**config.mk**
```make
export PLATFORM = sky130hd
export DESIGN_NAME = hvd_cordic_cell
export DESIGN_NICKNAME = d
export VERILOG_FILES = /design/src/hdl/hvd_pkg.sv /design/src/hdl/hvd_cordic_cell.sv
export SDC_FILE = /design/constraint.sdc
export NUM_CORES = 1
export LEC_CHECK = 0
export BUFFER_PORTS_ARGS = -buffer_cell sky130_fd_sc_hd__buf_4
export CAP_MARGIN = 20
export CORE_ASPECT_RATIO = 0.7
export CORE_UTILIZATION = 45
export CTS_CLUSTER_SIZE = 40
export DETAILED_ROUTE_END_ITERATION = 10
export HOLD_SLACK_MARGIN = 0.05
export PLACE_DENSITY = 0.78
export SETUP_SLACK_MARGIN = 0.1
export SKIP_LAST_GASP = 1
export SYNTH_ARGS = -nofsm -noshare
export SYNTH_HDL_FRONTEND = slang
export SYNTH_SLANG_ARGS = --single-unit
```
**constraint.sdc**
```tcl
create_clock -name clk -period 6.3 [get_ports clk]
set_input_delay 0.63 -clock clk [delete_from_list [all_inputs] [get_ports clk]]
set_output_delay 0.63 -clock clk [all_outputs]
set_load 0.1 [all_outputs]
```
**src/hdl/hvd_pkg.sv**
```systemverilog
// ----------------------------------------------------------------------------
// hvd_pkg - shared types and constants for the haversine distance pipeline
// Fixed-point formats, CORDIC arctangent table and pipeline geometry.
// ----------------------------------------------------------------------------
package hvd_pkg;

  // angle format of the coordinates: degrees * 2^ANGLE_FRAC_BITS
  localparam int ANGLE_FRAC_BITS = 16;
  localparam int CORDIC_STEPS    = 24;

  localparam int LAT_W = 24;
  localparam int LON_W = 25;
  // a difference of two longitudes needs one bit more
  localparam int ANG_W = 26;

  // one full turn in input units, and the width of an angle reduced to it
  localparam int FULL_TURN = 360 * (2 ** ANGLE_FRAC_BITS);
  localparam int RED_W     = $clog2(FULL_TURN);

  // turns = (r * 2^(32-F) + 180) / 360 is done as ((r * 2^(29-F) + 22) / 45)
  localparam int LO_SHIFT  = 29 - ANGLE_FRAC_BITS;
  localparam int TURN_BIAS = 180 / 8;
  localparam int QUO_W     = RED_W - 5;
  localparam int LO_W      = LO_SHIFT + 6;

  // ceil(2^32 / 45): exact floor quotient for dividends below 2^28
  localparam int           RECIP_W = 27;
  localparam int           RECIP_SH = 32;
  localparam logic [26:0]  RECIP45 = 27'd95443718;

  // CORDIC datapath
  localparam int CW = 34;
  typedef logic signed [CW-1:0] cval_t;
  localparam cval_t CORDIC_GAIN = 34'sd652032874;

  typedef struct packed {
    cval_t      x;
    cval_t      y;
    cval_t      z;
    logic [1:0] quad;
  } cordic_vec_t;

  // Q30 values
  localparam int ONE_Q30 = 1 << 30;

  // bitwise square root
  localparam int SQRT_BITS = 31;
  localparam int SQRT_STEP_W = $clog2(SQRT_BITS);
  localparam int REM_W     = 61;

  // scaling of the central angle
  localparam logic [31:0] PI30     = 32'd3373259426;
  localparam int          RADIUS_W = 16;
  localparam int          DIST_W   = 28;
  localparam logic [27:0] DIST_MAX = 28'd210828714;
  localparam logic [15:0] RADIUS_RESET = 16'd6371;

  // stream widths
  localparam int IN_TDATA_W  = 104;
  localparam int OUT_TDATA_W = 32;

  // register stages from input beat to the last multiply
  localparam int PIPE_DEPTH = 5 + CORDIC_STEPS + 5 + SQRT_BITS + CORDIC_STEPS + 4;

  // configuration register index
  typedef enum logic {
    CFG_RADIUS = 1'b0
  } cfg_reg_t;

  // atan(2^-i) in turns scaled by 2^32
  function automatic logic [29:0] step_angle(input logic [5:0] i);
    logic [29:0] a;
    case (i)
      6'd0:  a = 30'd536870912;
      6'd1:  a = 30'd316933406;
      6'd2:  a = 30'd167458907;
      6'd3:  a = 30'd85004756;
      6'd4:  a = 30'd42667331;
      6'd5:  a = 30'd21354465;
      6'd6:  a = 30'd10679838;
      6'd7:  a = 30'd5340245;
      6'd8:  a = 30'd2670163;
      6'd9:  a = 30'd1335087;
      6'd10: a = 30'd667544;
      6'd11: a = 30'd333772;
      6'd12: a = 30'd166886;
      6'd13: a = 30'd83443;
      6'd14: a = 30'd41722;
      6'd15: a = 30'd20861;
      6'd16: a = 30'd10430;
      6'd17: a = 30'd5215;
      6'd18: a = 30'd2608;
      6'd19: a = 30'd1304;
      6'd20: a = 30'd652;
      6'd21: a = 30'd326;
      6'd22: a = 30'd163;
      6'd23: a = 30'd81;
      6'd24: a = 30'd41;
      6'd25: a = 30'd20;
      6'd26: a = 30'd10;
      6'd27: a = 30'd5;
      6'd28: a = 30'd3;
      6'd29: a = 30'd1;
      6'd30: a = 30'd1;
      default: a = 30'd0;
    endcase
    return a;
  endfunction

endpackage

```
**src/hdl/hvd_cordic_cell.sv**
```systemverilog
// ----------------------------------------------------------------------------
// hvd_cordic_cell - one CORDIC micro-rotation
// Rotation mode steers by the sign of z, vectoring mode by the sign of y.
// ----------------------------------------------------------------------------
module hvd_cordic_cell (
  input  logic                  clk,
  input  logic                  en,
  input  logic [5:0]            step,
  input  logic                  vectoring,
  input  hvd_pkg::cordic_vec_t  vec_i,
  output hvd_pkg::cordic_vec_t  vec_r
);

  hvd_pkg::cval_t       xi, yi, zi, dx, dy, ang;
  logic                 sub;
  hvd_pkg::cordic_vec_t vec_nxt;

  always_comb begin
    xi  = vec_i.x;
    yi  = vec_i.y;
    zi  = vec_i.z;
    dx  = yi >>> step;
    dy  = xi >>> step;
    ang = hvd_pkg::CW'(hvd_pkg::step_angle(step));
    // both modes share one pair of add/subtract directions
    sub = vectoring ? (yi <= 0) : (zi >= 0);
    vec_nxt.quad = vec_i.quad;
    if (sub) begin
      vec_nxt.x = xi - dx;
      vec_nxt.y = yi + dy;
      vec_nxt.z = zi - ang;
    end else begin
      vec_nxt.x = xi + dx;
      vec_nxt.y = yi - dy;
      vec_nxt.z = zi + ang;
    end
  end

  always_ff @(posedge clk) begin
    if (en) begin
      vec_r <= vec_nxt;
    end
  end

endmodule

```
==> results.json <==
{
  "timing.hold.ws_ps": 413,
  "antenna_cells": 0,
  "synth_seq_cells": 104,
  "die_area_sq_um": 36500,
  "stdcell_count": 2655,
  "synth_nets": 2040,
  "outcome": "completed",
  "antenna_found_initial": 1,
  "core_sq_um": 34900,
  "cts_resized": 0,
  "drt_iter0_markers": 2284,
  "met2_usage": 0.478,
  "mappedNetlistArea_sq_um": 16100,
  "ios": 217,
  "postRouteAntennaNets": 0,
  "clockBufferDepth": 2,
  "crit_fanout": 22,
  "tightest_slew_ps": 852,
  "grt_pass1_vias": 16281,
  "setup_violations": 0,
  "root_buffer": "clkbuf_16",
  "holdCritPathClass": "input port to flip-flop",
  "fin_util": 0.576,
  "crit_start": "step[1]",
  "pre_cts_ws_ps": 9.66,
  "combPwrFrac": 0.698,
  "clock_sinks": 104,
  "fin_crit_ps": 5980,
  "ir_drop_v": 0.000290,
  "nFillCells": 3160,
  "track_usage": 0.342,
  "ys_async_sr_fraction": 0,
  "synth-edff-count": 104,
  "setup_slack_ps": 320,
  "overflow": 0,
  "syn_inst": 1815,
  "start_util": 0.460,
  "cts_tree": "yes",
  "dp.final_hpwl_mm": 50.7,
  "tns_ps": 0,
  "worstPathRequired_ps": 6450,
  "worst-setup-path-type": "input port to flip-flop",
  "drv_slew": 0,
  "wl_per_cell_um": 24.0,
  "timing.final.crit_share": 0.949,
  "p_leak_nw": 8.57,
  "largestRegisters": "vec_r (104)",
  "num_rows": 57,
  "intPower_mw": 2.76,
  "max_cap_viol_count": 0,
  "drc_errors": 0,
  "clkTransAtPathRegs_ps": 80,
  "place_inst": 2638,
  "ys_types": 101,
  "vias_per_cell": 6.47,
  "die_height_um": 160,
  "max_slew_margin": 0.423,
  "yosys.area.top_type": "edfxtp_1",
  "seq_power_share": 0.187,
  "synth_area_per_cell_sq_um": 8.85,
  "grt_pass1_wl_mm": 96.3,
  "largest_register_ffs": 104,
  "area_delta_synth_final_pct": 25.3,
  "nets": 2403,
  "finalHoldViolCount": 0,
  "wl_mm": 63.8,
  "netlist.area_leader.share": 0.194,
  "p_sw_mw": 3.11,
  "yosysWarnings": 0,
  "grt_max_degree": 60,
  "grtUsageMet1": 0.499,
  "grt.busiest_layer": "met1",
  "drive_gt1_frac": 0.297,
  "ys_top_cells_by_area": "edfxtp_1 19%, mux4_2 12%, ha_1 8.5%, xnor2_1 6.1%, a21oi_1 4.6%",
  "fmax_ghz": 0.167,
  "worstPathArrival_ps": 6130,
  "switching_share": 0.530,
  "ys_seq_area_frac": 0.194,
  "die_x_um": 228,
  "synth_top_flop_cell": "edfxtp_1",
  "hp-start": "vec_i[1]",
  "powerDensity_nw_per_um2": 291,
  "clkPwrFrac": 0.114,
  "routabilityCongestion": 1.03,
  "io_buffers": 216,
  "largest-register": "vec_r",
  "post-cts-setup-buffers": 0,
  "cp-start-kind": "input port",
  "ctsHoldBuffers": 0,
  "cts_buffers": 9,
  "use_met3": 0.107,
  "dr.pass1.iters": 9,
  "h-tree-depth": 3,
  "rsz0062_at_grt": "false",
  "end_kind": "flip-flop",
  "via_count": 17178
}
kinds of logic (layout without fill, tap and decap cells):
group                    count (synthesis)  after routing  share of synthesized area
buffers and inverters                  157            525                     0.0451
XOR/XNOR                               174            174                     0.0957
multiplexers                           195            195                      0.190
AO/OA/AOI/OAI                          535            535                      0.220
AND/OR/NAND/NOR                        537            537                      0.166
flip-flops                             104            104                      0.194
adder cells (fa/ha/maj)                113            113                     0.0893
cell usage after synthesis (24+ instances only):
library cell,instances
edfxtp_1,104
a21o_1,53
nand2b_1,40
xor2_1,61
inv_1,52
buf_2,24
nand3_1,29
nor3_1,27
ha_1,109
mux4_2,83
clkbuf_1,51
mux2_2,39
xnor2_1,112
nand2_1,134
a21oi_1,147
o21ai_0,107
mux2i_1,65
nor2_1,167
metrics by stage:
step,instance area (sq um),total power [mW]
finish,20100,5.86
global placement,19700,5.07
floorplan,16200,4.02
global route,20100,6.11
CTS,20100,5.82
detailed placement,19700,5.12
cell usage in the layout, fill, tap and decap left out, drive strengths merged, types with 7 or more instances in the layout:
master / count
a21o: 53
nand2: 135
inv: 52
a31oi: 22
or3: 14
or2: 12
mux2: 47
a221o: 10
edfxtp: 104
ha: 109
xnor2: 112
a221oi: 8
nor3: 28
nand2b: 40
a22oi: 11
o31ai: 10
a211oi: 18
nor2: 167
buf: 451
o21ai: 111
o22ai: 16
clkbuf: 10
o21a: 14
nand3: 30
nor4: 17
nor2b: 22
nand4: 14
xor2: 61
and3: 16
o221ai: 7
a21oi: 148
o21bai: 20
o211ai: 22
a21boi: 9
mux2i: 65
and2: 24
mux4: 83
clkinv: 8
worst max-delay path: stages:
cell and delay (ps):
buf_4 320, clkinv_2 200, ha_4 310, nand2b_1 140
a21boi_0 310, a21oi_1 180, o211ai_1 210, nand2b_1 120
or4_1 440, o21ai_0 210, xnor2_1 100, ha_1 190
or4_1 520, o21ai_0 450, o21ai_0 360, a41o_1 350
or4b_4 510, a311oi_2 330, a21oi_1 120, xor2_1 150
final timing paths:
path,endpoint,slack (ps),depth (start not counted)
hold / removal,vec_r[1]$_DFFE_PP_,410,1
setup / recovery,vec_r[34]$_DFFE_PP_,320,20
routing by layer:
layer / wire, um / part of all wire / vias up
li1: - / - / 7628
met1: 28100 / 0.44 / 8249
met2: 25500 / 0.40 / 1197
met3: 8790 / 0.14 / 104
met4: 1420 / 0.022 / 0
met5: 0 / 0 / -
final cells by class:
type | instances | area (sq um) | share of cell area
multi-input combinational | 1554 | 12300 | 0.612
timing repair buffer | 452 | 3550 | 0.176
sequential | 104 | 3120 | 0.155
tap | 472 | 591 | 0.0293
clock buffer | 9 | 225 | 0.0112
inverter | 57 | 219 | 0.0109
clock inverter | 7 | 110 | 0.00547
power groups by stage:
stage / registers (mW) / clock network, mW / logic [mW]
final: 1.10 / 0.671 / 4.09
after global placement: 1.11 / 0 / 3.96
after global routing: 1.12 / 0.708 / 4.28
after floorplan: 2.50 / 0 / 1.51
after CTS: 1.10 / 0.694 / 4.03
after detailed placement: 1.11 / 0 / 4.01
(Power assumes the default switching activity.)
