### config.mk
export PLATFORM = sky130hd
export DESIGN_NAME = hvd_sqrt_cell
export DESIGN_NICKNAME = d
export VERILOG_FILES = /design/src/hdl/hvd_pkg.sv /design/src/hdl/hvd_sqrt_cell.sv
export SDC_FILE = /design/constraint.sdc
export NUM_CORES = 1
export LEC_CHECK = 0
export ABC_AREA = 1
export ABC_CLOCK_PERIOD_IN_PS = 4500
export BUFFER_PORTS_ARGS = -buffer_cell sky130_fd_sc_hd__clkbuf_2
export CORE_UTILIZATION = 40
export CTS_CLUSTER_SIZE = 20
export DETAILED_ROUTE_END_ITERATION = 10
export PLACE_DENSITY = 0.59
export SLEW_MARGIN = 20
export SYNTH_ARGS = -nofsm -noshare
export SYNTH_HDL_FRONTEND = slang
export SYNTH_SLANG_ARGS = --single-unit
### constraint.sdc
create_clock -name clk -period 4.5 [get_ports clk]
set_input_delay 0 -clock clk [delete_from_list [all_inputs] [get_ports clk]]
set_output_delay 0 -clock clk [all_outputs]
set_load 0.01 [all_outputs]
### src/hdl/hvd_pkg.sv
// ----------------------------------------------------------------------------
// hvd_pkg - shared types and constants for the haversine distance pipeline
// Fixed-point formats, CORDIC arctangent table and pipeline geometry.
// ----------------------------------------------------------------------------
package hvd_pkg;

  // angle format of the coordinates: degrees * 2^ANGLE_FRAC_BITS
  localparam int ANGLE_FRAC_BITS = 16;
  localparam int CORDIC_STEPS    = 24;

  localparam int LAT_W = 24;
  localparam int LON_W = 25;
  // a difference of two longitudes needs one bit more
  localparam int ANG_W = 26;

  // one full turn in input units, and the width of an angle reduced to it
  localparam int FULL_TURN = 360 * (2 ** ANGLE_FRAC_BITS);
  localparam int RED_W     = $clog2(FULL_TURN);

  // turns = (r * 2^(32-F) + 180) / 360 is done as ((r * 2^(29-F) + 22) / 45)
  localparam int LO_SHIFT  = 29 - ANGLE_FRAC_BITS;
  localparam int TURN_BIAS = 180 / 8;
  localparam int QUO_W     = RED_W - 5;
  localparam int LO_W      = LO_SHIFT + 6;

  // ceil(2^32 / 45): exact floor quotient for dividends below 2^28
  localparam int           RECIP_W = 27;
  localparam int           RECIP_SH = 32;
  localparam logic [26:0]  RECIP45 = 27'd95443718;

  // CORDIC datapath
  localparam int CW = 34;
  typedef logic signed [CW-1:0] cval_t;
  localparam cval_t CORDIC_GAIN = 34'sd652032874;

  typedef struct packed {
    cval_t      x;
    cval_t      y;
    cval_t      z;
    logic [1:0] quad;
  } cordic_vec_t;

  // Q30 values
  localparam int ONE_Q30 = 1 << 30;

  // bitwise square root
  localparam int SQRT_BITS = 31;
  localparam int SQRT_STEP_W = $clog2(SQRT_BITS);
  localparam int REM_W     = 61;

  // scaling of the central angle
  localparam logic [31:0] PI30     = 32'd3373259426;
  localparam int          RADIUS_W = 16;
  localparam int          DIST_W   = 28;
  localparam logic [27:0] DIST_MAX = 28'd210828714;
  localparam logic [15:0] RADIUS_RESET = 16'd6371;

  // stream widths
  localparam int IN_TDATA_W  = 104;
  localparam int OUT_TDATA_W = 32;

  // register stages from input beat to the last multiply
  localparam int PIPE_DEPTH = 5 + CORDIC_STEPS + 5 + SQRT_BITS + CORDIC_STEPS + 4;

  // configuration register index
  typedef enum logic {
    CFG_RADIUS = 1'b0
  } cfg_reg_t;

  // atan(2^-i) in turns scaled by 2^32
  function automatic logic [29:0] step_angle(input logic [5:0] i);
    logic [29:0] a;
    case (i)
      6'd0:  a = 30'd536870912;
      6'd1:  a = 30'd316933406;
      6'd2:  a = 30'd167458907;
      6'd3:  a = 30'd85004756;
      6'd4:  a = 30'd42667331;
      6'd5:  a = 30'd21354465;
      6'd6:  a = 30'd10679838;
      6'd7:  a = 30'd5340245;
      6'd8:  a = 30'd2670163;
      6'd9:  a = 30'd1335087;
      6'd10: a = 30'd667544;
      6'd11: a = 30'd333772;
      6'd12: a = 30'd166886;
      6'd13: a = 30'd83443;
      6'd14: a = 30'd41722;
      6'd15: a = 30'd20861;
      6'd16: a = 30'd10430;
      6'd17: a = 30'd5215;
      6'd18: a = 30'd2608;
      6'd19: a = 30'd1304;
      6'd20: a = 30'd652;
      6'd21: a = 30'd326;
      6'd22: a = 30'd163;
      6'd23: a = 30'd81;
      6'd24: a = 30'd41;
      6'd25: a = 30'd20;
      6'd26: a = 30'd10;
      6'd27: a = 30'd5;
      6'd28: a = 30'd3;
      6'd29: a = 30'd1;
      6'd30: a = 30'd1;
      default: a = 30'd0;
    endcase
    return a;
  endfunction

endpackage

### src/hdl/hvd_sqrt_cell.sv
// ----------------------------------------------------------------------------
// hvd_sqrt_cell - one result bit of a restoring integer square root
// Holds the partial root and the remainder n - root^2.
// ----------------------------------------------------------------------------
module hvd_sqrt_cell (
  input  logic                                   clk,
  input  logic                                   en,
  input  logic [hvd_pkg::SQRT_STEP_W-1:0]        step,
  input  logic [hvd_pkg::REM_W-1:0]              rem_i,
  input  logic [hvd_pkg::SQRT_BITS-1:0]          root_i,
  output logic [hvd_pkg::REM_W-1:0]              rem_r,
  output logic [hvd_pkg::SQRT_BITS-1:0]          root_r
);

  localparam int TW = hvd_pkg::REM_W + 2;

  logic [TW-1:0]                 trial;
  logic                          ge;
  logic [hvd_pkg::REM_W-1:0]     rem_nxt;
  logic [hvd_pkg::SQRT_BITS-1:0] root_nxt;

  // (root + 2^k)^2 - root^2 = root * 2^(k+1) + 2^(2k)
  always_comb begin
    trial    = (TW'(root_i) << (step + 1)) | (TW'(1) << (2 * step));
    ge       = TW'(rem_i) >= trial;
    rem_nxt  = ge ? hvd_pkg::REM_W'(TW'(rem_i) - trial) : rem_i;
    root_nxt = ge ? (root_i | (hvd_pkg::SQRT_BITS'(1) << step)) : root_i;
  end

  always_ff @(posedge clk) begin
    if (en) begin
      rem_r  <= rem_nxt;
      root_r <= root_nxt;
    end
  end

endmodule

==> summary.txt, run 1 <==
Worst setup path
  • Crit-path max cell delay: roughly 520 ps
  • Arrival time worst endpoint: ~4400 ps
  • CP endpoint kind: flop
  • CP top delay family: simple AND/OR/NAND/NOR gates
  • Critical path class: in2reg
  • Crit path top cell by count: nand2_1
  • Buf/Inv on CP: 6
  • Slowest cell on crit path: dlygate4sd3_1
  • Critical Path Source Type: input port
  • Worst-path maximum fanout: 30
  • Required time worst endpoint: 4620 ps
  • CP Cell Sequence: dlygate4sd3_1 -> clkbuf_2 -> inv_1 -> o21ai_0 -> o21ai_0 -> or2_2 -> o21ai_0 -> buf_4 -> nand2_1 -> nand2_1 -> nand3_1 -> ha_1 -> nand2_1 -> nor2_1 -> inv_1 -> nor3_1 -> nand2_1 -> nand2_1 -> nand2_1 -> nand2_1 -> nand4_2 -> buf_4 -> nand3_1 -> nand2_1

Logic synthesis
  • Synthesized cell area: 0.0114 mm2
  • Post-Syn Instances: between 1500 and 2000
  • Post-synthesis register bit count: 92
  • Netlist cell types: 44
  • Post-synthesis sequential area ratio: roughly 24%
  • Synth warn: 0
  • Dominant cell type by area after synthesis: edfxtp_1
  • Share of the synthesized area in the top cell type: 24.2%
  • Area contributors post-synth: edfxtp_1 (24%), nand2_1 (21%), nand3_1 (9.4%)
  • Average size of a mapped cell: 6.02 um2
  • Synth Net Count: 2061

GRT
  • GRT Max-Usage Layer: met2
  • Met2 usage: 56.3%
  • GR Layer Usage met1: 50.9%
  • Vias in the first global route: 13502
  • First-pass GRT wire length: just under 80000 um
  • GRT Residual Overflow: 0
  • GR Util met3: 7.93%
  • Initial antenna violation count: 0
  • Total GRT Usage: 36.7%
  • Largest net degree at the start of global routing: 52

Worst hold path
  • Hold endpoint: rem_r[60]$_DFFE_PP_
  • Start point of the worst hold path: rem_i[60]
  • Hold path depth: 3
  • Worst Hold Class: in2reg

Floorplan
  • Row count: 61
  • Die area: 0.0292 mm2
  • Die width: 171 um
  • Starting Density: 40.8%
  • Chip height: 171 um
  • I/O Pins: 191
  • Core Region: ~0.028 mm2

Run status
  • Outcome: complete, no violations

Finish
  • Layout Cells excl Fill: roughly 2700
  • # diodes: 0
  • Fraction of layout cells with a size suffix above 1: 16.8%
  • Layout Nets: 2436
  • Area of the multi-input gates: 0.00750 mm2
  • Number of fill cells: 2988
  • Sequential standard cell area: 0.00276 mm2
  • Area delta synth->final: 31.2%

Route
  • Drt total wl: around 54000 um
  • Antenna Nets Post-Route: 0
  • Vias: 14407
  • 1st-iter DRT viols: 1506
  • Pre-Repair DR Iteration Count: 6
  • Per-cell routed wire length: 20.2 um
  • DRC: 0
  • Vias/cell: roughly 5.4

Timing
  • Setup violators final: 0
  • Least-Margin Pin Slew: 734 ps
  • Fin crit share: between 90% and 100%
  • Worst Slack Setup Final: 224 ps
  • Final Slew Violations: 0
  • Slew HR: 51.0%
  • Final-report hold violation count: 0
  • Max Clock Freq: 234 MHz
  • Crit path time final: 4280 ps
  • RSZ-0062 raised after global routing: false

Clock network
  • Clock Tree Buf Depth: 2
  • Clk slew on worst S/H paths: about 90 ps
  • CTS tree: built
  • CTS H-tree lvls: 3
  • CTS buffer count: 9
  • CTS root buffer: clkbuf_16
  • Clock tree sinks: 92

Place
  • DPL Wire Length: around 44000 um
  • Dpl ws: -155 ps
  • Input/output buffers: 190
  • Final Wtd Congestion: 1.07
  • # placed instances: 2546

Power and ir drop
  • Worst VDD drop: 0.000221 V
  • P_leak: 7.47 nW
  • Power per standard cell area: approximately 330 mW/mm2

Job
  • Max cap viols: 0
-- cells in the final DEF (no fill, tap or decap), types with 35 or more instances in the layout --
cell type,instances
nand2_1,642
nand3_1,214
inv_1,207
nor2_1,206
clkbuf_2,189
buf_4,143
o21ai_0,101
edfxtp_1,92
a21oi_1,91
dlygate4sd3_1,90
ha_1,67
xor2_1,35
-- power breakdown --
part	internal [mW]	switching [mW]
Sequential	1.15	0.0414
Clock	0.398	0.440
Combinational	1.08	1.85
Total	2.63	2.34
-- cells in the mapped netlist --
cell and count:
nand2_1 643, nand3_1 214, inv_1 207, nor2_1 206
o21ai_0 102, edfxtp_1 92, a21oi_1 91, ha_1 67
xor2_1 36, nor3_1 35, clkbuf_1 32, o21bai_1 20
a31oi_1 19, nand4_1 17, buf_2 16, nor4_1 10
buf_1 9, buf_6 9, a21o_1 8, o22ai_1 8
or2_2 7, inv_2 6, xnor2_1 5, a211oi_1 4
a21boi_0 4, mux2i_1 3, a221oi_1 2, a31o_2 2
buf_4 2, nand3_2 2, o21a_1 2, xor2_2 2
a2111oi_0 1, and2_1 1, fa_1 1, nand2_2 1
nand3b_1 1, nand4_2 1, nor2_2 1, nor3b_1 1
o211a_1 1, o211ai_1 1, o21ai_1 1, o31ai_1 1
-- worst max path at each step --
| stage | start | to | slack [ps] | depth (start not counted) |
|---|---|---|---|---|
| after floorplan | step[0] | root_r[21]$_DFFE_PP_ | 630 | 28 |
| after global placement | step[1] | rem_r[27]$_DFFE_PP_ | -90 | 25 |
| after detailed placement | step[1] | rem_r[14]$_DFFE_PP_ | -160 | 26 |
| after CTS | step[1] | rem_r[14]$_DFFE_PP_ | 210 | 26 |
| after global routing | root_i[0] | rem_r[10]$_DFFE_PP_ | 2 | 25 |
| final | root_i[0] | rem_r[35]$_DFFE_PP_ | 220 | 24 |
-- metal layers --
metal,share of wire [%],up-vias,wire (um)
li1,-,6988,-
met1,45,6663,24200
met2,43,674,22900
met3,9.2,82,4930
met4,2.8,0,1520
met5,0,-,0
-- timing repair --
action	CTS	global route
gates resized for setup	0	4
endpoints found under the setup margin	0	91
hold buffers	90	0
hold endpoints to repair	90	0
setup buffers	0	0
-- kinds of logic (layout without fill, tap and decap cells) --
group | count (synthesis) | in the layout | synth area share, %
flops | 92 | 92 | 24.2
xor+xnor | 43 | 43 | 3.44
simple gates | 1140 | 1140 | 41.3
compound gates | 267 | 267 | 13.1
mux | 3 | 3 | 0.263
fa+ha+maj | 68 | 68 | 7.53
buf+inv | 281 | 661 | 10.1
-- stage by stage --
stage          power, mW  area, um2  utilization (%)  hold WS, ps  TNS, ps
6_report            4.97      15000             53.6         23.0        0
5_1_grt             5.27      15000             53.6         56.9        0
4_1_cts             4.91      15000             53.5         9.40        0
3_5_place_dp        4.01      13700             49.2          295    -5520
3_3_place_gp        4.00      13700             49.2          292    -3610
2_1_floorplan       2.83      11400                -          112        0
-- cell type report --
type | instances | area share [%]
clock inverters | 7 | 0.544
clock buffers | 9 | 1.51
well taps | 378 | 3.16
multi-input cells | 1521 | 50.2
flip-flops and latches | 92 | 18.5
repair buffers | 432 | 20.8
inverters | 213 | 5.34
-- sequential cells by signal, indices dropped and copies added, names as in the netlist --
signal and cells:
rem_r 61, root_r 31
(Power assumes the default switching activity.)
==> inputs of run 2 (changes only) <==
- ABC_CLOCK_PERIOD_IN_PS: 4500 -> 5600
- clock period: 4.5 -> 5.6 ns (I/O delays scaled with it)
==> run 2 against run 1 <==
Effect of this change:
- die area unchanged
- worst hold slack got worse by 11 ps
- non-clock buffer count down 119
- combinational power shrank 28%
- first-iteration DRC count is 20% higher
- cell area shrank 6.8%
- setup slack better by 180 ps
- final cell count is 4.5% lower
- critical path type unchanged
==> summary.txt, run 2 (synthesis gave the netlist of run 1 again) <==
Run status
  • Outcome: complete, no violations

Clock network
  • CTS H-tree lvls: 3
  • Post-CTS Resized: 0
  • CTS root buffer: clkbuf_16
  • Hold buffer count at CTS: slightly below 90
  • Clk slew on worst S/H paths: 70 ps
  • CTS tree: built
  • Clock tree sinks: 92
  • CTS buffer count: 9
  • Clock Tree Buf Depth: 2
  • Post-CTS Setup Inserts: 0

Timing
  • Slew HR: 35.7%
  • Final setup TNS: 0 ps
  • Setup violators final: 0
  • Fin crit share: 92.7%
  • Least-Margin Pin Slew: 940 ps
  • RSZ-0062 raised after global routing: false
  • Final-report hold violation count: 0
  • Max Clock Freq: ~190 MHz
  • Crit path time final: approximately 5200 ps
  • Final Slew Violations: 0

GRT
  • Largest net degree at the start of global routing: 58
  • GRT Residual Overflow: 0
  • Vias in the first global route: 12468
  • Initial antenna violation count: 0
  • First-pass GRT wire length: 74900 um
  • Total GRT Usage: 34.9%

Floorplan
  • Chip height: between 150 and 200 um
  • Die area: approximately 0.029 mm2
  • Die width: 171 um
  • Row count: 61
  • I/O Pins: 191
  • Starting Density: between 40% and 50%
  • Core Region: 0.0279 mm2

Finish
  • Fraction of layout cells with a size suffix above 1: 12.3%
  • Largest reg by FF count: rem_r
  • Layout Nets: 2317
  • Max FFs per register: 61
  • Commonest non-fill, non-tap cell in the layout: nand2_1
  • Most frequent cells in the layout: nand2_1 (642), nand3_1 (214), inv_1 (207), nor2_1 (206), clkbuf_2 (189)
  • Biggest regs: rem_r: 61 flops, root_r: 31 flops
  • Number of fill cells: roughly 3000
  • Area delta synth->final: 22.3%
  • # diodes: 0
  • Design Area, Final: 0.0139 mm2

Worst setup path
  • Critical path class: in2reg
  • Critical Path Source Type: input port
  • CP endpoint kind: flop
  • Arrival time worst endpoint: 5320 ps
  • Required time worst endpoint: 5730 ps
  • Worst-path maximum fanout: 34

Power and ir drop
  • Worst VDD drop: 0.000130 V
  • Power per standard cell area: approximately 270 mW/mm2
  • P_leak: 6.84 nW
  • Tot Pwr: ~3.7 mW

Worst hold path
  • Worst Hold Class: in2reg

Route
  • DRC: 0
  • Per-cell routed wire length: 20.2 um
  • Vias/cell: 5.46
  • 1st-iter DRT viols: 1801
  • Pre-Repair DR Iteration Count: 6
  • Antenna Nets Post-Route: 0
  • Vias: roughly 14000
  • Drt total wl: a little over 50000 um

Place
  • Final Wtd Congestion: a little under 1
  • DPL Wire Length: 42500 um
  • Input/output buffers: 190
  • Dpl cell area: 0.0128 mm2

Job
  • Max cap viols: 0
-- run 2: changes by cell type in the layout (fill, tap and decap cells not counted), moves of 2 or more --
cell and change:
clkinv_8 -2, buf_12 -8, clkinv_4 -2, inv_8 +2, buf_4 -108, dlygate4sd3_1 -2
-- run 2: final timing paths --
path	from	end	slack, ps	depth (start not counted)
setup / recovery	step[0]	rem_r[57]$_DFFE_PP_	410	20
hold / removal	rem_i[33]	rem_r[33]$_DFFE_PP_	10	3
-- run 2: final cells by class --
class | count | area [um2] | share of cell area, %
Clock inverter | 7 | 66.3 | 0.476
Inverter | 213 | 800 | 5.74
Tap cell | 378 | 473 | 3.39
Clock buffer | 9 | 225 | 1.62
Sequential cell | 92 | 2760 | 19.8
Multi-Input combinational cell | 1521 | 7500 | 53.8
Timing Repair Buffer | 313 | 2110 | 15.1
-- run 2: per-stage QoR --
stage / hold slack [ps] / cells / worst slack [ps] / utilization, %
after floorplan: 112 / 1894 / 1730 / -
after global placement: 294 / 2429 / 44.0 / 45.7
after detailed placement: 302 / 2429 / 227 / 45.7
after CTS: 3.64 / 2533 / 609 / 49.9
after global routing: 31.9 / 2533 / 195 / 49.9
final: 11.9 / 2533 / 408 / 49.9
-- run 2: routing by layer --
metal	track usage, %	vias to the layer above	part of all wire [%]
li1	-	6749	-
met1	50.1	6389	47
met2	53.1	633	42
met3	6.78	62	8.7
met4	8.70	0	2.1
met5	0	-	0
-- run 2: critical path: stages --
cell,delay (ps)
clkbuf_2,130
buf_4,330
nand3_2,230
xor2_2,700
buf_4,390
a21oi_1,140
a2111oi_0,880
buf_4,240
ha_1,190
nand2_1,80
nor2_1,100
inv_1,120
o21ai_0,710
a21oi_1,130
nor2_1,470
nor2_1,170
nand3_1,120
nand2_1,70
nand2_1,60
nand2_1,50
-- run 2: report_power, final --
group	switching [mW]	internal [mW]	total, mW
sequential	0.0318	0.923	0.955
clock	0.340	0.316	0.656
combinational	1.43	0.687	2.12
==> inputs of run 3 (changes only) <==
- CORE_MARGIN: not set -> 4
- GPL_TIMING_DRIVEN: not set -> 0
==> run 3 against run 2 <==
Effect of this change:
- wire length grew 5.6%
- combinational power is essentially flat
- sequential power is essentially flat
- cell area grew 0.70%
- final cell count grew 1.1%
- sequential cell count is the same
- count of clock-buffer cells in the layout is the same
- setup slack lost 180 ps
- utilization grew 0.35 points
- critical path type unchanged
- critical endpoint is now rem_r[51]$_DFFE_PP_
- largest cell class unchanged
- highest routed layer is now met5
==> summary.txt, run 3 (synthesis gave the netlist of run 1 again) <==
GRT
  • Vias in the first global route: 13239
  • Initial antenna violation count: 1
  • First-pass GRT wire length: 79900 um
  • Largest net degree at the start of global routing: between 90 and 100
  • GRT Residual Overflow: 0
  • Total GRT Usage: 33.8%

Job
  • Max cap viols: 0

Finish
  • Area delta synth->final: 23.1%
  • Fraction of layout cells with a size suffix above 1: 12.5%
  • Sequential standard cell area: 0.00276 mm2
  • Fin util: 50.2%
  • Number of fill cells: 3060
  • Design Area, Final: 0.0140 mm2
  • Biggest regs: rem_r: 61 flops, root_r: 31 flops
  • Max FFs per register: roughly 60
  • Area of the multi-input gates: 0.00755 mm2
  • Most frequent cells in the layout: nand2_1 (643), nand3_1 (214), inv_1 (207), nor2_1 (205), clkbuf_2 (193)
  • Layout Nets: 2344
  • Commonest non-fill, non-tap cell in the layout: nand2_1
  • Largest reg by FF count: rem_r
  • # diodes: 0

Clock network
  • Clk slew on worst S/H paths: 80 ps
  • CTS root buffer: clkbuf_16
  • CTS buffer count: 9
  • Clock Tree Buf Depth: 2
  • CTS H-tree lvls: 3
  • Clock tree sinks: 92
  • CTS tree: built

Floorplan
  • Die width: 177 um
  • Row count: 61
  • I/O Pins: between 150 and 200
  • Core Region: 0.0279 mm2
  • Starting Density: 40.8%
  • Chip height: 177 um
  • Die area: 0.0313 mm2

Route
  • Antenna Nets Post-Route: 0
  • Drt total wl: ~54000 um
  • Vias/cell: 5.54
  • 1st-iter DRT viols: 1743
  • Pre-Repair DR Iteration Count: 6
  • Vias: ~14000
  • Per-cell routed wire length: ~21 um
  • DRC: 0

Timing
  • Fin crit share: 95.9%
  • Max Clock Freq: 186 MHz
  • Setup violators final: 0
  • RSZ-0062 raised after global routing: false
  • Crit path time final: 5370 ps
  • Final Slew Violations: 0
  • Final-report hold violation count: 0
  • Slew HR: 6.42%
  • Least-Margin Pin Slew: 1390 ps

Power and ir drop
  • P_leak: 6.85 nW
  • Worst VDD drop: 0.000158 V
  • Comb pwr share: between 50% and 60%
  • Sequential share of power: 25.3%
  • Clock power frac: 17.9%
  • Net Sw Power: 1.85 mW
  • Sw Share: 48.9%
  • Power per standard cell area: around 270 mW/mm2
  • Int Pwr: 1.93 mW

Worst hold path
  • Worst Hold Class: in2reg

Worst setup path
  • Worst-path maximum fanout: 11
  • Critical path class: in2reg
  • Critical Path Source Type: input port
  • Arrival time worst endpoint: ~5600 ps
  • CP top delay family: simple AND/OR/NAND/NOR gates
  • Crit path top cell by count: nand2_1
  • Slowest cell on crit path: ha_2
  • Crit-path max cell delay: between 400 and 500 ps
  • Required time worst endpoint: around 5800 ps
  • CP endpoint kind: flop
  • Buf/Inv on CP: 8

Place
  • Dpl cell area: about 0.013 mm2
  • Final Wtd Congestion: ~1.0
  • Input/output buffers: 189
  • DPL Wire Length: approximately 45000 um

Run status
  • Outcome: complete, no violations
## run 3: cell types whose count changed in the layout (fill, tap and decap cells not counted), sizes merged
cell,previous run,this run
buf,36,37
inv,218,216
dlygate4sd3,88,82
clkinv,1,4
clkinvlp,1,0
clkbuf,198,230
## run 3: path summary, 6_finish.rpt
path / to / depth (start not counted) / startpoint / slack (ps)
max: rem_r[51]$_DFFE_PP_ / 28 / step[0] / 230
min: rem_r[19]$_DFFE_PP_ / 3 / rem_i[19] / 0.8
## run 3: cell type report
type,instances,share of cell area (%)
Buffer,67,2.55
Clock buffer,9,1.60
Clock inverter,7,0.562
Inverter,213,5.70
Multi-Input combinational cell,1521,53.8
Sequential cell,92,19.7
Tap cell,378,3.37
Timing Repair Buffer,273,12.8
## run 3: per-layer routing
layer,vias to the layer above,routed length (um),track usage [%]
met5,-,13,0
met4,2,1030,6.83
met3,66,4910,6.09
met2,736,23000,52.2
met1,6561,25000,49.8
li1,6807,-,-
## run 3: power groups by stage
stage / combinational [mW] / clock (mW) / sequential, mW
2_1_floorplan: 1.23 / 0 / 1.04
3_3_place_gp: 2.02 / 0 / 0.968
3_5_place_dp: 2.02 / 0 / 0.970
4_1_cts: 2.08 / 0.684 / 0.955
5_1_grt: 2.35 / 0.712 / 0.965
6_report: 2.15 / 0.676 / 0.955
## run 3: tightest hold or removal path: cells and delay by family
family | cells | cell delay, ps
AND/OR/NAND/NOR | 2 | 150
buffers and inverters | 1 | 120
## run 3: repair_timing
action	CTS	global route
endpoints found under the setup margin	92	92
pin swaps	0	1
hold endpoints to repair	82	0
setup buffers	0	2
cloned	0	0
resized for setup	11	21
hold buffers	82	0
## run 3: metrics by stage
step	TNS (ps)	total power [mW]	setup slack, ps	cells	hold WS [ps]
after detailed placement	-71900	2.99	-889	2461	295
after floorplan	0	2.27	1730	1894	112
after global placement	-75060	2.99	-922	2461	295
after CTS	0	3.72	29.2	2559	0.424
final	0	3.78	227	2560	0.834
after global routing	0	4.03	21.1	2560	15.2
