===== src/hdl/hvd_pkg.sv =====
// ----------------------------------------------------------------------------
// hvd_pkg - shared types and constants for the haversine distance pipeline
// Fixed-point formats, CORDIC arctangent table and pipeline geometry.
// ----------------------------------------------------------------------------
package hvd_pkg;

  // angle format of the coordinates: degrees * 2^ANGLE_FRAC_BITS
  localparam int ANGLE_FRAC_BITS = 16;
  localparam int CORDIC_STEPS    = 24;

  localparam int LAT_W = 24;
  localparam int LON_W = 25;
  // a difference of two longitudes needs one bit more
  localparam int ANG_W = 26;

  // one full turn in input units, and the width of an angle reduced to it
  localparam int FULL_TURN = 360 * (2 ** ANGLE_FRAC_BITS);
  localparam int RED_W     = $clog2(FULL_TURN);

  // turns = (r * 2^(32-F) + 180) / 360 is done as ((r * 2^(29-F) + 22) / 45)
  localparam int LO_SHIFT  = 29 - ANGLE_FRAC_BITS;
  localparam int TURN_BIAS = 180 / 8;
  localparam int QUO_W     = RED_W - 5;
  localparam int LO_W      = LO_SHIFT + 6;

  // ceil(2^32 / 45): exact floor quotient for dividends below 2^28
  localparam int           RECIP_W = 27;
  localparam int           RECIP_SH = 32;
  localparam logic [26:0]  RECIP45 = 27'd95443718;

  // CORDIC datapath
  localparam int CW = 34;
  typedef logic signed [CW-1:0] cval_t;
  localparam cval_t CORDIC_GAIN = 34'sd652032874;

  typedef struct packed {
    cval_t      x;
    cval_t      y;
    cval_t      z;
    logic [1:0] quad;
  } cordic_vec_t;

  // Q30 values
  localparam int ONE_Q30 = 1 << 30;

  // bitwise square root
  localparam int SQRT_BITS = 31;
  localparam int SQRT_STEP_W = $clog2(SQRT_BITS);
  localparam int REM_W     = 61;

  // scaling of the central angle
  localparam logic [31:0] PI30     = 32'd3373259426;
  localparam int          RADIUS_W = 16;
  localparam int          DIST_W   = 28;
  localparam logic [27:0] DIST_MAX = 28'd210828714;
  localparam logic [15:0] RADIUS_RESET = 16'd6371;

  // stream widths
  localparam int IN_TDATA_W  = 104;
  localparam int OUT_TDATA_W = 32;

  // register stages from input beat to the last multiply
  localparam int PIPE_DEPTH = 5 + CORDIC_STEPS + 5 + SQRT_BITS + CORDIC_STEPS + 4;

  // configuration register index
  typedef enum logic {
    CFG_RADIUS = 1'b0
  } cfg_reg_t;

  // atan(2^-i) in turns scaled by 2^32
  function automatic logic [29:0] step_angle(input logic [5:0] i);
    logic [29:0] a;
    case (i)
      6'd0:  a = 30'd536870912;
      6'd1:  a = 30'd316933406;
      6'd2:  a = 30'd167458907;
      6'd3:  a = 30'd85004756;
      6'd4:  a = 30'd42667331;
      6'd5:  a = 30'd21354465;
      6'd6:  a = 30'd10679838;
      6'd7:  a = 30'd5340245;
      6'd8:  a = 30'd2670163;
      6'd9:  a = 30'd1335087;
      6'd10: a = 30'd667544;
      6'd11: a = 30'd333772;
      6'd12: a = 30'd166886;
      6'd13: a = 30'd83443;
      6'd14: a = 30'd41722;
      6'd15: a = 30'd20861;
      6'd16: a = 30'd10430;
      6'd17: a = 30'd5215;
      6'd18: a = 30'd2608;
      6'd19: a = 30'd1304;
      6'd20: a = 30'd652;
      6'd21: a = 30'd326;
      6'd22: a = 30'd163;
      6'd23: a = 30'd81;
      6'd24: a = 30'd41;
      6'd25: a = 30'd20;
      6'd26: a = 30'd10;
      6'd27: a = 30'd5;
      6'd28: a = 30'd3;
      6'd29: a = 30'd1;
      6'd30: a = 30'd1;
      default: a = 30'd0;
    endcase
    return a;
  endfunction

endpackage


===== src/hdl/hvd_turns.sv =====
// ----------------------------------------------------------------------------
// hvd_turns - angle to binary-angle conversion
// Wraps a signed angle to one turn, scales it to 2^32 per turn with rounding,
// and splits it into a quadrant and a residual for the rotation CORDIC.
// ----------------------------------------------------------------------------
module hvd_turns (
  input  logic                              clk,
  input  logic                              en,
  input  logic signed [hvd_pkg::ANG_W-1:0]  angle_i,
  output logic [1:0]                        quad_r,
  output logic signed [31:0]                z_r
);

  localparam int SW = hvd_pkg::ANG_W + 1;
  localparam logic signed [SW-1:0] FULL_S = SW'(hvd_pkg::FULL_TURN);
  localparam int P1_W = hvd_pkg::RED_W + hvd_pkg::RECIP_W;
  localparam int P2_W = hvd_pkg::LO_W + hvd_pkg::RECIP_W;

  logic signed [SW-1:0]           s0, s1, s2;
  logic [hvd_pkg::RED_W-1:0]      red_nxt, red_r, red2_r;
  logic [P1_W-1:0]                prod1;
  logic [hvd_pkg::QUO_W-1:0]      quo_nxt, quo_r, quo3_r;
  logic [hvd_pkg::RED_W-1:0]      m45;
  logic [5:0]                     rem_nxt, rem_r;
  logic [hvd_pkg::LO_W-1:0]       xnum;
  logic [P2_W-1:0]                prod2;
  logic [31:0]                    t_nxt, t_r, ts, d;
  logic [1:0]                     quad_nxt;

  // wrap into [0, full turn)
  always_comb begin
    s0 = SW'(angle_i);
    if (s0 < 0) begin
      s1 = s0 + FULL_S;
    end else if (s0 >= FULL_S) begin
      s1 = s0 - FULL_S;
    end else begin
      s1 = s0;
    end
    s2 = (s1 < 0) ? s1 + FULL_S : s1;
    red_nxt = s2[hvd_pkg::RED_W-1:0];
  end

  // coarse quotient by 45 via reciprocal
  assign prod1   = P1_W'(red_r) * P1_W'(hvd_pkg::RECIP45);
  assign quo_nxt = prod1[hvd_pkg::RECIP_SH +: hvd_pkg::QUO_W];

  // remainder by 45, below 45
  assign m45 = hvd_pkg::RED_W'({quo_r, 5'b0}) + hvd_pkg::RED_W'({quo_r, 3'b0})
             + hvd_pkg::RED_W'({quo_r, 2'b0}) + hvd_pkg::RED_W'(quo_r);
  assign rem_nxt = 6'(red2_r - m45);

  // low part of the binary angle from the remainder
  assign xnum  = {rem_r, hvd_pkg::LO_SHIFT'(0)} + hvd_pkg::LO_W'(hvd_pkg::TURN_BIAS);
  assign prod2 = P2_W'(xnum) * P2_W'(hvd_pkg::RECIP45);
  assign t_nxt = 32'({quo3_r, hvd_pkg::LO_SHIFT'(0)})
               + 32'(prod2[P2_W-1:hvd_pkg::RECIP_SH]);

  // quadrant around each axis, residual within +-45 degrees
  assign ts       = t_r + 32'h2000_0000;
  assign quad_nxt = ts[31:30];
  assign d        = t_r - {quad_nxt, 30'b0};

  always_ff @(posedge clk) begin
    if (en) begin
      red_r  <= red_nxt;
      red2_r <= red_r;
      quo_r  <= quo_nxt;
      quo3_r <= quo_r;
      rem_r  <= rem_nxt;
      t_r    <= t_nxt;
      quad_r <= quad_nxt;
      z_r    <= signed'(d);
    end
  end

endmodule


===== config.mk =====
export PLATFORM = sky130hd
export DESIGN_NAME = hvd_turns
export DESIGN_NICKNAME = d
export VERILOG_FILES = /design/src/hdl/hvd_pkg.sv /design/src/hdl/hvd_turns.sv
export SDC_FILE = /design/constraint.sdc
export NUM_CORES = 1
export LEC_CHECK = 0
export ABC_AREA = 0
export BUFFER_PORTS_ARGS = -buffer_cell sky130_fd_sc_hd__buf_4
export CORE_UTILIZATION = 25
export CTS_BUF_LIST = sky130_fd_sc_hd__clkbuf_8
export DETAILED_ROUTE_END_ITERATION = 10
export GPL_TIMING_DRIVEN = 1
export PLACE_DENSITY_LB_ADDON = 0.2
export SLEW_MARGIN = 15
export SYNTH_ARGS = -nofsm -noshare
export SYNTH_HDL_FRONTEND = slang
export SYNTH_SLANG_ARGS = --single-unit

===== constraint.sdc =====
create_clock -name clk -period 8.48 [get_ports clk]
set_input_delay 1.696 -clock clk [delete_from_list [all_inputs] [get_ports clk]]
set_output_delay 1.696 -clock clk [all_outputs]
set_load 0.02 [all_outputs]

==> reports/qor.yml, run 1 <==
global_routing:
  antenna_found_initial: 0
  grt_pass1_wl_mm: 60.58
  grt_pass1_vias: 10970
  overflow: 0
  track_usage: 0.1201
  grt_start_max_net_pins: 88
worst_setup_path:
  crit_path_max_fanout: 6
  crit_family: "adder cells"
  path_cells: "ha_1 > inv_1 > fa_1 > inv_1 > fa_1 > fa_1 > fa_1 > fa_1 > inv_1 > fa_1 > inv_1 > ha_1 > nand2_1 > nor4_1 > and4_1 > o21ai_0 > and3b_1 > o211ai_1 > a21oi_1 > o21ai_1 > xnor2_1"
  cp_common_cell: "fa_1"
  endpoint_kind: "flip-flop"
  cp_num_buf_inv: 4
  worstSetupPathType: "reg -> reg"
  start_kind: "flip-flop"
  cp_data_required_time_ns: 8.75
  cp_slowest_stage_delay_ns: 0.59
  critical_path.slowest_cell: "fa_1"
  worstPathArrival_ns: 7.39
cts:
  clock_path_buffers: 2
  cts.repair.resized: 0
  clock-sinks: 141
  numCtsBuffers: 17
  cts_tree: "done"
  cts.hold.buffers_added: 0
  cts_setup_buffers: 0
  clk_latency_ns: 0.52
  cts.clk_slew.worst_paths_ns: 0.10
  cts_root_buf: "clkbuf_8"
  h-tree-depth: 4
timing:
  fmaxAchievable_ghz: 0.1405
  fin_crit_ns: 7.117
  max_slew.worst_pin.slew_ns: 0.7597
  slew_viol_final: 0
  finClkSkew_ns: 0.01277
  rsz0062_at_grt: "no"
  period_share: 0.8393
  setup_viol: 0
  hold_viol_final: 0
  fin_hold_ws_ns: 0.4104
  max_slew_margin: 0.4888
  fin_tns_setup_ns: 0
detailed_routing:
  wire_per_inst_um: 15.80
  dr.pass1.iters: 7
  antenna_left: 0
  drt_iter0_drc: 509
  via_per_inst: 4.190
  wl_mm: 38.22
  vias: 10140
  drc: 0
floorplanning:
  die_h_um: 259.1
  die_w_um: 259.1
  start_util: 0.2545
  ios: 62
  num_rows: 93
  die_area_mm2: 0.06713
  core-area_mm2: 0.06493
synthesis:
  syn_area_mm2: 0.01652
  syn_nets: 2050
  ys_ff_latch: 141
  syn_area_per_cell_um2: 11.19
  synth_cells: 1477
  synth_flop_cell: "edfxtp_1"
  ys_seq_area_frac: 0.2562
  synth_top_area_cell: "ha_1"
  synth-edff-count: 141
  synth_top_area_frac: 0.2718
  yosysWarnings: 0
  synthTopCellsByArea: "ha_1, edfxtp_1, fa_1"
  async_flop_share: 0
  yosysUniqueCellTypes: 55
worst_hold_path:
  hp-class: "reg -> reg"
finish:
  register_area_mm2: 0.004234
  synthToLayoutAreaGrowth_pct: 11.90
  multiInputGateArea_mm2: 0.01085
  final_nets: 2125
  fill_cells: 6837
  antenna_cells: 0
  drive_above_1_share: 0.06645
place:
  dp_hpwl_mm: 33.54
  gp_congestion: 0.8787
  port_buffers: 61
outcome:
  status: "finished clean"
run:
  timing.max_cap.violations: 0
-- placed cells by master (no fill, tap or decap), types with 3 or more instances in the layout --
master	n
nand3_1	20
a41oi_1	3
nor2_1	32
o22ai_1	6
o2111ai_1	3
o211ai_1	6
clkbuf_8	17
o31ai_1	3
a211oi_1	6
xnor2_1	58
nand2_1	34
o21ai_0	28
nor3_1	12
nor4_1	4
nand2b_1	8
clkinv_4	3
ha_1	359
inv_1	376
edfxtp_1	141
o21ai_1	4
or2_2	3
a21oi_1	54
a21o_1	25
and4_1	7
nand4_1	12
buf_4	61
fa_1	186
nor2b_1	12
o21bai_1	4
and3_1	4
inv_8	8
xor2_1	22
a32oi_1	3
a31oi_1	5
-- cell usage after synthesis, drive strengths merged (7+ instances only) --
cell type	instances
o21ai	32
nand4	12
xnor2	58
and4	7
a21oi	54
inv	376
nor2	32
nand2	34
nand3	20
xor2	22
edfxtp	141
nor3	12
a21o	25
a211oi	7
ha	359
nor2b	12
nand2b	8
fa	186
-- final timing paths --
check | startpoint | end | slack (ns) | cells past startpoint
max | red_r[21]$_DFFE_PP_ | quo_r[17]$_DFFE_PP_ | 1.36 | 21
min | quo_r[15]$_DFFE_PP_ | quo3_r[15]$_DFFE_PP_ | 0.41 | 0
max reg2reg | red_r[21]$_DFFE_PP_ | quo_r[17]$_DFFE_PP_ | 1.36 | 21
min reg2reg | quo_r[15]$_DFFE_PP_ | quo3_r[15]$_DFFE_PP_ | 0.41 | 0
-- through the flow --
stage	area, um^2	setup WS, ns	util	instances
floorplan	16520	2.292	-	1477
detailed placement	18030	1.274	0.2778	2387
global placement	18030	1.290	0.2778	2387
global route	18490	0.9576	0.2848	2420
finish	18490	1.363	0.2848	2420
CTS	18460	1.281	0.2843	2419
-- flip-flops by register name, summed over array words and instances, names as in the netlist --
signal,cells
rem_r,6
z_r,32
quo_r,19
t_r,32
red2_r,6
quad_r,2
quo3_r,19
red_r,25
-- kinds of logic (layout without fill, tap and decap cells) --
| family | count (synthesis) | in the layout | synth area share |
|---|---|---|---|
| AOI/OAI and AO/OA | 171 | 171 | 0.06777 |
| xor gates and xnor gates | 80 | 80 | 0.04240 |
| adders and majority gates | 545 | 545 | 0.4972 |
| buffers and inverters | 383 | 471 | 0.08708 |
| DFF | 141 | 141 | 0.2562 |
| muxes | 2 | 2 | 0.001287 |
| and+or+nand+nor | 155 | 155 | 0.04801 |
-- per-layer routing --
layer,part of all wire,wire length [um],vias up,global-route usage
met4,0.020,750,0,0.03600
li1,-,-,5058,-
met3,0.028,1054,37,0.02089
met1,0.49,18660,4930,0.1608
met5,0,0,-,0
met2,0.46,17760,116,0.1966
-- area by class of cell --
class                           instances  share of cell area
Clock buffer                           17             0.01265
Multi-Input combinational cell        953              0.5868
Timing Repair Buffer                   63             0.02686
Tap cell                              855             0.05786
Inverter                              376             0.07633
Clock inverter                         15             0.01049
Sequential cell                       141              0.2290
Power of run 1 is left out: the tool's default activity adds up to more than one toggle a clock period on the data nets, which glitch-free logic cannot reach.
==> run 2: changes to the inputs <==
clock period = 6.3 ns   (was 8.48 ns; I/O delays follow)
==> run 2 against run 1 <==
Against the previous run: sequential cell count did not move; setup slack lost 1.3 ns; global-route usage increased by 0.68 points; critical path depth rose by 3; non-clock buffer count grew 210; wire length rose by 6.3%; clock skew is 0.015 ns higher; via count increased by 8.3%; first-iteration DRC count is 20% lower; cell count is 8.7% higher; worst hold slack better by 0.013 ns; largest cell class unchanged.
==> reports/qor.yml, run 2 (synthesis results as in run 1) <==
outcome:
  status: "finished clean"
floorplanning:
  core-area_mm2: 0.06493
  start_util: 0.2545
  num_rows: 93
  die_area_mm2: 0.06713
  die_w_um: 259.1
  die_h_um: 259.1
  ios: 62
timing:
  hold_viol_final: 0
  slew_viol_final: 0
  finClkSkew_ns: 0.02760
  fin_crit_ns: 6.258
  max_slew_margin: 0.2986
  rsz0062_at_grt: "yes"
  period_share: 0.9933
  setup_viol: 0
  fmaxAchievable_ghz: 0.1598
  max_slew.worst_pin.slew_ns: 1.052
place:
  dp_hpwl_mm: 34.88
  gp_congestion: 0.8626
  placed_cell_area_mm2: 0.01935
  port_buffers: 61
detailed_routing:
  wl_mm: 40.64
  drt_iter0_drc: 407
  dr.pass1.iters: 5
  vias: 10980
  via_per_inst: 4.174
  antenna_left: 0
  wire_per_inst_um: 15.45
  drc: 0
global_routing:
  antenna_found_initial: 0
  track_usage: 0.1268
  grt_pass1_vias: 11860
  overflow: 0
  grt_pass1_wl_mm: 64.44
  grt_start_max_net_pins: 107
cts:
  clock-sinks: 141
  clock_path_buffers: 2
  cts.clk_slew.worst_paths_ns: 0.10
  cts.hold.buffers_added: 0
  h-tree-depth: 4
  cts_root_buf: "clkbuf_8"
  clk_latency_ns: 0.54
  numCtsBuffers: 17
  cts_tree: "done"
finish:
  antenna_cells: 0
  final_cell_mix: "inv_1, ha_1, buf_4"
  reg.largest.list: "t_r: 32 flops, z_r: 32 flops, red_r: 25 flops"
  drive_above_1_share: 0.2534
  final_nets: 2336
  synthToLayoutAreaGrowth_pct: 26.64
  fin_area_mm2: 0.02093
  final_common_cell: "inv_1"
worst_setup_path:
  crit_path_max_fanout: 5
  endpoint_kind: "flip-flop"
  rr_startpoint: "red_r[7]$_DFFE_PP_"
  start_kind: "flip-flop"
  reg2reg_depth: 24
  crit_path_end: "quo_r[14]$_DFFE_PP_"
  worstSetupPathType: "reg -> reg"
  r2r_setup_slack_ns: 0.04
  worstPathArrival_ns: 6.54
  cp-startpoint: "red_r[7]$_DFFE_PP_"
  cp_data_required_time_ns: 6.58
  reg2reg_to: "quo_r[14]$_DFFE_PP_"
worst_hold_path:
  hp-class: "reg -> reg"
run:
  timing.max_cap.violations: 0
-- run 2: cell types whose count changed in the layout (fill, tap and decap cells not counted), sizes merged --
| cell | delta |
|---|---|
| inv | +1 |
| a21boi | +1 |
| bufinv | -2 |
| clkinv | -1 |
| clkinvlp | +2 |
| buf | +210 |
-- run 2: layout make-up --
cell class	instances	area (um^2)
Clock buffer	17	234.0
Clock inverter	15	145.1
Fill cell	6744	44000
Inverter	376	1411
Multi-Input combinational cell	954	11730
Sequential cell	141	4234
Tap cell	855	1070
Timing Repair Buffer	273	2098
-- run 2: worst min path at each step --
stage / startpoint / end / slack [ns] / cells past startpoint
2_1_floorplan: quo_r[10]$_DFFE_PP_ / quo3_r[10]$_DFFE_PP_ / 0.40 / 0
3_5_place_dp: quo_r[10]$_DFFE_PP_ / quo3_r[10]$_DFFE_PP_ / 0.40 / 0
5_1_grt: quo_r[13]$_DFFE_PP_ / quo3_r[13]$_DFFE_PP_ / 0.43 / 0
6_report: quo_r[18]$_DFFE_PP_ / quo3_r[18]$_DFFE_PP_ / 0.42 / 0
4_1_cts: t_r[28]$_DFFE_PP_ / z_r[28]$_DFFE_PP_ / 0.42 / 0
3_3_place_gp: t_r[5]$_DFFE_PP_ / z_r[5]$_DFFE_PP_ / 0.40 / 0
-- run 2: per-stage QoR --
step	util	setup WS, ns	hold slack, ns	cells	TNS, ns
2_1_floorplan	-	0.1118	0.4003	1477	0
3_3_place_gp	0.2980	-0.2252	0.4012	2562	-1.746
3_5_place_dp	0.2980	-0.3067	0.4045	2562	-2.101
4_1_cts	0.3107	0.001064	0.4245	2612	0
5_1_grt	0.3223	-0.1354	0.4311	2631	-0.7972
6_report	0.3223	0.04236	0.4231	2631	0
-- run 2: critical path, cell delays in order, from the launching register on --
cell and delay, ns:
edfxtp_1 0.43, buf_6 0.14, ha_4 0.16, fa_1 0.58, inv_2 0.05, fa_1 0.47, fa_1 0.49, inv_1 0.05
fa_1 0.48, fa_1 0.50, inv_1 0.06, fa_1 0.54, inv_1 0.07, ha_4 0.29, nand4_1 0.17, nor3_1 0.22
buf_4 0.16, and4_1 0.20, o21ai_2 0.07, and3b_2 0.22, o211ai_1 0.18, buf_4 0.18, a21oi_4 0.07, buf_6 0.13
xnor2_1 0.10
-- run 2: timing repair --
action / CTS / global route
pin swaps: 41 / 112
setup buffers: 17 / 19
setup endpoints to repair: 18 / 29
gates cloned: 1 / 0
resized for setup: 55 / 109
-- run 2: routing by layer --
layer,track usage,routed length (um),part of all wire
met2,0.2111,19100,0.47
met3,0.02138,1206,0.030
met4,0.04553,1023,0.025
met5,0,0,0
met1,0.1647,19310,0.48
Power of run 2 is left out for the same reason.
==> run 3: changes to the inputs <==
CELL_PAD_IN_SITES_DETAIL_PLACEMENT = 1   (was default)
CELL_PAD_IN_SITES_GLOBAL_PLACEMENT = 2   (was default)
==> run 3 against run 2 <==
Against the previous run: the run now ends with setup timing left; via count up 2.4%; critical path type unchanged; highest routed layer unchanged; core utilization up 0.47 points; die area unchanged; clock-buffer cell count unchanged.
==> reports/qor.yml, run 3 (synthesis results as in run 1) <==
outcome:
  status: "finished with violations"
  violations: "setup timing"
timing:
  finClkSkew_ns: 0.03379
  max_slew.worst_pin.slew_ns: 0.9261
  slew_viol_final: 0
  fmaxAchievable_ghz: 0.1587
  fin_crit_ns: 6.301
  max_slew_margin: 0.3826
  setup_viol: 1
  hold_viol_final: 0
  layout_setup_ws_ns: -0.001231
  period_share: 1.000
  rsz0062_at_grt: "yes"
worst_setup_path:
  start_kind: "flip-flop"
  cp_num_buf_inv: 8
  r2r_setup_slack_ns: -0.001
  cp_slowest_stage_delay_ns: 0.55
  rr_startpoint: "red_r[4]$_DFFE_PP_"
  crit_path_max_fanout: 5
  cp_data_required_time_ns: 6.59
  critical_path.slowest_cell: "fa_1"
  cp_common_cell: "fa_1"
  worstPathArrival_ns: 6.60
  crit_family: "adder cells"
  reg2reg_to: "quo_r[17]$_DFFE_PP_"
  reg2reg_depth: 25
  worstSetupPathType: "reg -> reg"
  endpoint_kind: "flip-flop"
floorplanning:
  die_area_mm2: 0.06713
  core-area_mm2: 0.06493
  die_w_um: 259.1
  ios: 62
  die_h_um: 259.1
  num_rows: 93
  start_util: 0.2545
finish:
  register_area_mm2: 0.004234
  multiInputGateArea_mm2: 0.01177
  final_common_cell: "inv_1"
  fill_cells: 7295
  drive_above_1_share: 0.2764
  reg.largest.list: "t_r: 32 flops, z_r: 32 flops, red_r: 25 flops"
  synthToLayoutAreaGrowth_pct: 28.49
  final_cell_mix: "inv_1, ha_1, buf_4"
  final_nets: 2362
  fin_util: 0.3270
cts:
  h-tree-depth: 4
  clk_latency_ns: 0.54
  cts_root_buf: "clkbuf_8"
  cts_tree: "done"
  cts.clk_slew.worst_paths_ns: 0.13
  clock-sinks: 141
  numCtsBuffers: 17
  clock_path_buffers: 2
detailed_routing:
  drc: 0
  vias: 11250
  dr.pass1.iters: 4
  drt_iter0_drc: 284
  wire_per_inst_um: 17.09
  via_per_inst: 4.231
  antenna_left: 0
  wl_mm: 45.45
global_routing:
  grt_pass1_vias: 12780
  track_usage: 0.1419
  grt_pass1_wl_mm: 71.39
  antenna_found_initial: 3
  overflow: 0
  grt_start_max_net_pins: 91
place:
  gp_congestion: 0.8820
  dp_hpwl_mm: 38.95
  port_buffers: 61
worst_hold_path:
  min_from: "t_r[10]$_DFFE_PP_"
  hp-class: "reg -> reg"
  hold_depth: 0
  whs_endpoint: "z_r[10]$_DFFE_PP_"
run:
  timing.max_cap.violations: 0
-- run 3: changes by cell type in the layout (fill, tap and decap cells not counted), moves of 6 or more --
cell   change
inv_1     -14
ha_1       +6
buf_4     +24
inv_2     +14
-- run 3: worst max-delay path by stage --
stage | slack [ns] | to | from | cells after the start
6_report | -0.001 | quo_r[17]$_DFFE_PP_ | red_r[4]$_DFFE_PP_ | 25
5_1_grt | -0.17 | quo_r[16]$_DFFE_PP_ | red_r[9]$_DFFE_PP_ | 24
4_1_cts | 0.0002 | quo_r[17]$_DFFE_PP_ | red_r[18]$_DFFE_PP_ | 23
3_5_place_dp | -0.70 | quo_r[17]$_DFFE_PP_ | red_r[24]$_DFFE_PP_ | 22
3_3_place_gp | -0.75 | quo_r[17]$_DFFE_PP_ | red_r[24]$_DFFE_PP_ | 22
2_1_floorplan | 0.11 | quo_r[17]$_DFFE_PP_ | red_r[24]$_DFFE_PP_ | 21
-- run 3: worst register-to-register path: stages, from the launching register on --
cell and delay [ns]:
edfxtp_1 0.51, ha_4 0.21, buf_4 0.12, ha_1 0.26, inv_1 0.06, fa_2 0.51, buf_4 0.16, fa_1 0.55
inv_2 0.05, fa_1 0.47, fa_1 0.51, inv_1 0.05, fa_1 0.49, inv_2 0.05, ha_4 0.24, buf_6 0.13
o21ai_1 0.08, a21oi_1 0.08, a221o_1 0.38, a41oi_4 0.24, and3b_2 0.25, o211ai_1 0.10, buf_4 0.17, a21oi_4 0.19
o21ai_2 0.07, xnor2_1 0.12
-- run 3: timing repair --
item | CTS | global route
pin swaps | 69 | 115
gates resized for setup | 105 | 86
endpoints found under the setup margin | 25 | 28
setup buffers | 24 | 14
hold buffers | 0 | 0
-- run 3: through the flow --
step                instances  hold WS (ns)  area, um^2  setup TNS [ns]  setup WS [ns]
floorplan                1477        0.4003       16520               0         0.1118
global placement         2589        0.4009       19550          -6.892        -0.7519
detailed placement       2589        0.4057       19550          -7.223        -0.7043
CTS                      2645        0.4122       20770               0      0.0001750
global route             2659        0.4282       21230          -1.354        -0.1721
finish                   2659        0.4120       21230       -0.001231      -0.001231
-- run 3: final cells by class --
class                      instances  share of cell area
multi-input combinational        953              0.5546
antenna                            2           0.0002357
timing repair buffer             300              0.1093
clock buffer                      17             0.01102
tap                              855             0.05039
sequential                       141              0.1994
clock inverter                    15            0.008545
inverter                         376             0.06648
-- run 3: metal layers --
layer  track usage  wire [um]  up-vias
met5             0          0        -
met2        0.2467      22150      121
met4       0.04569       1023        0
met1        0.1816      21070     5554
met3       0.01718       1215       45
li1              -          -     5530
Power of run 3 is left out for the same reason.
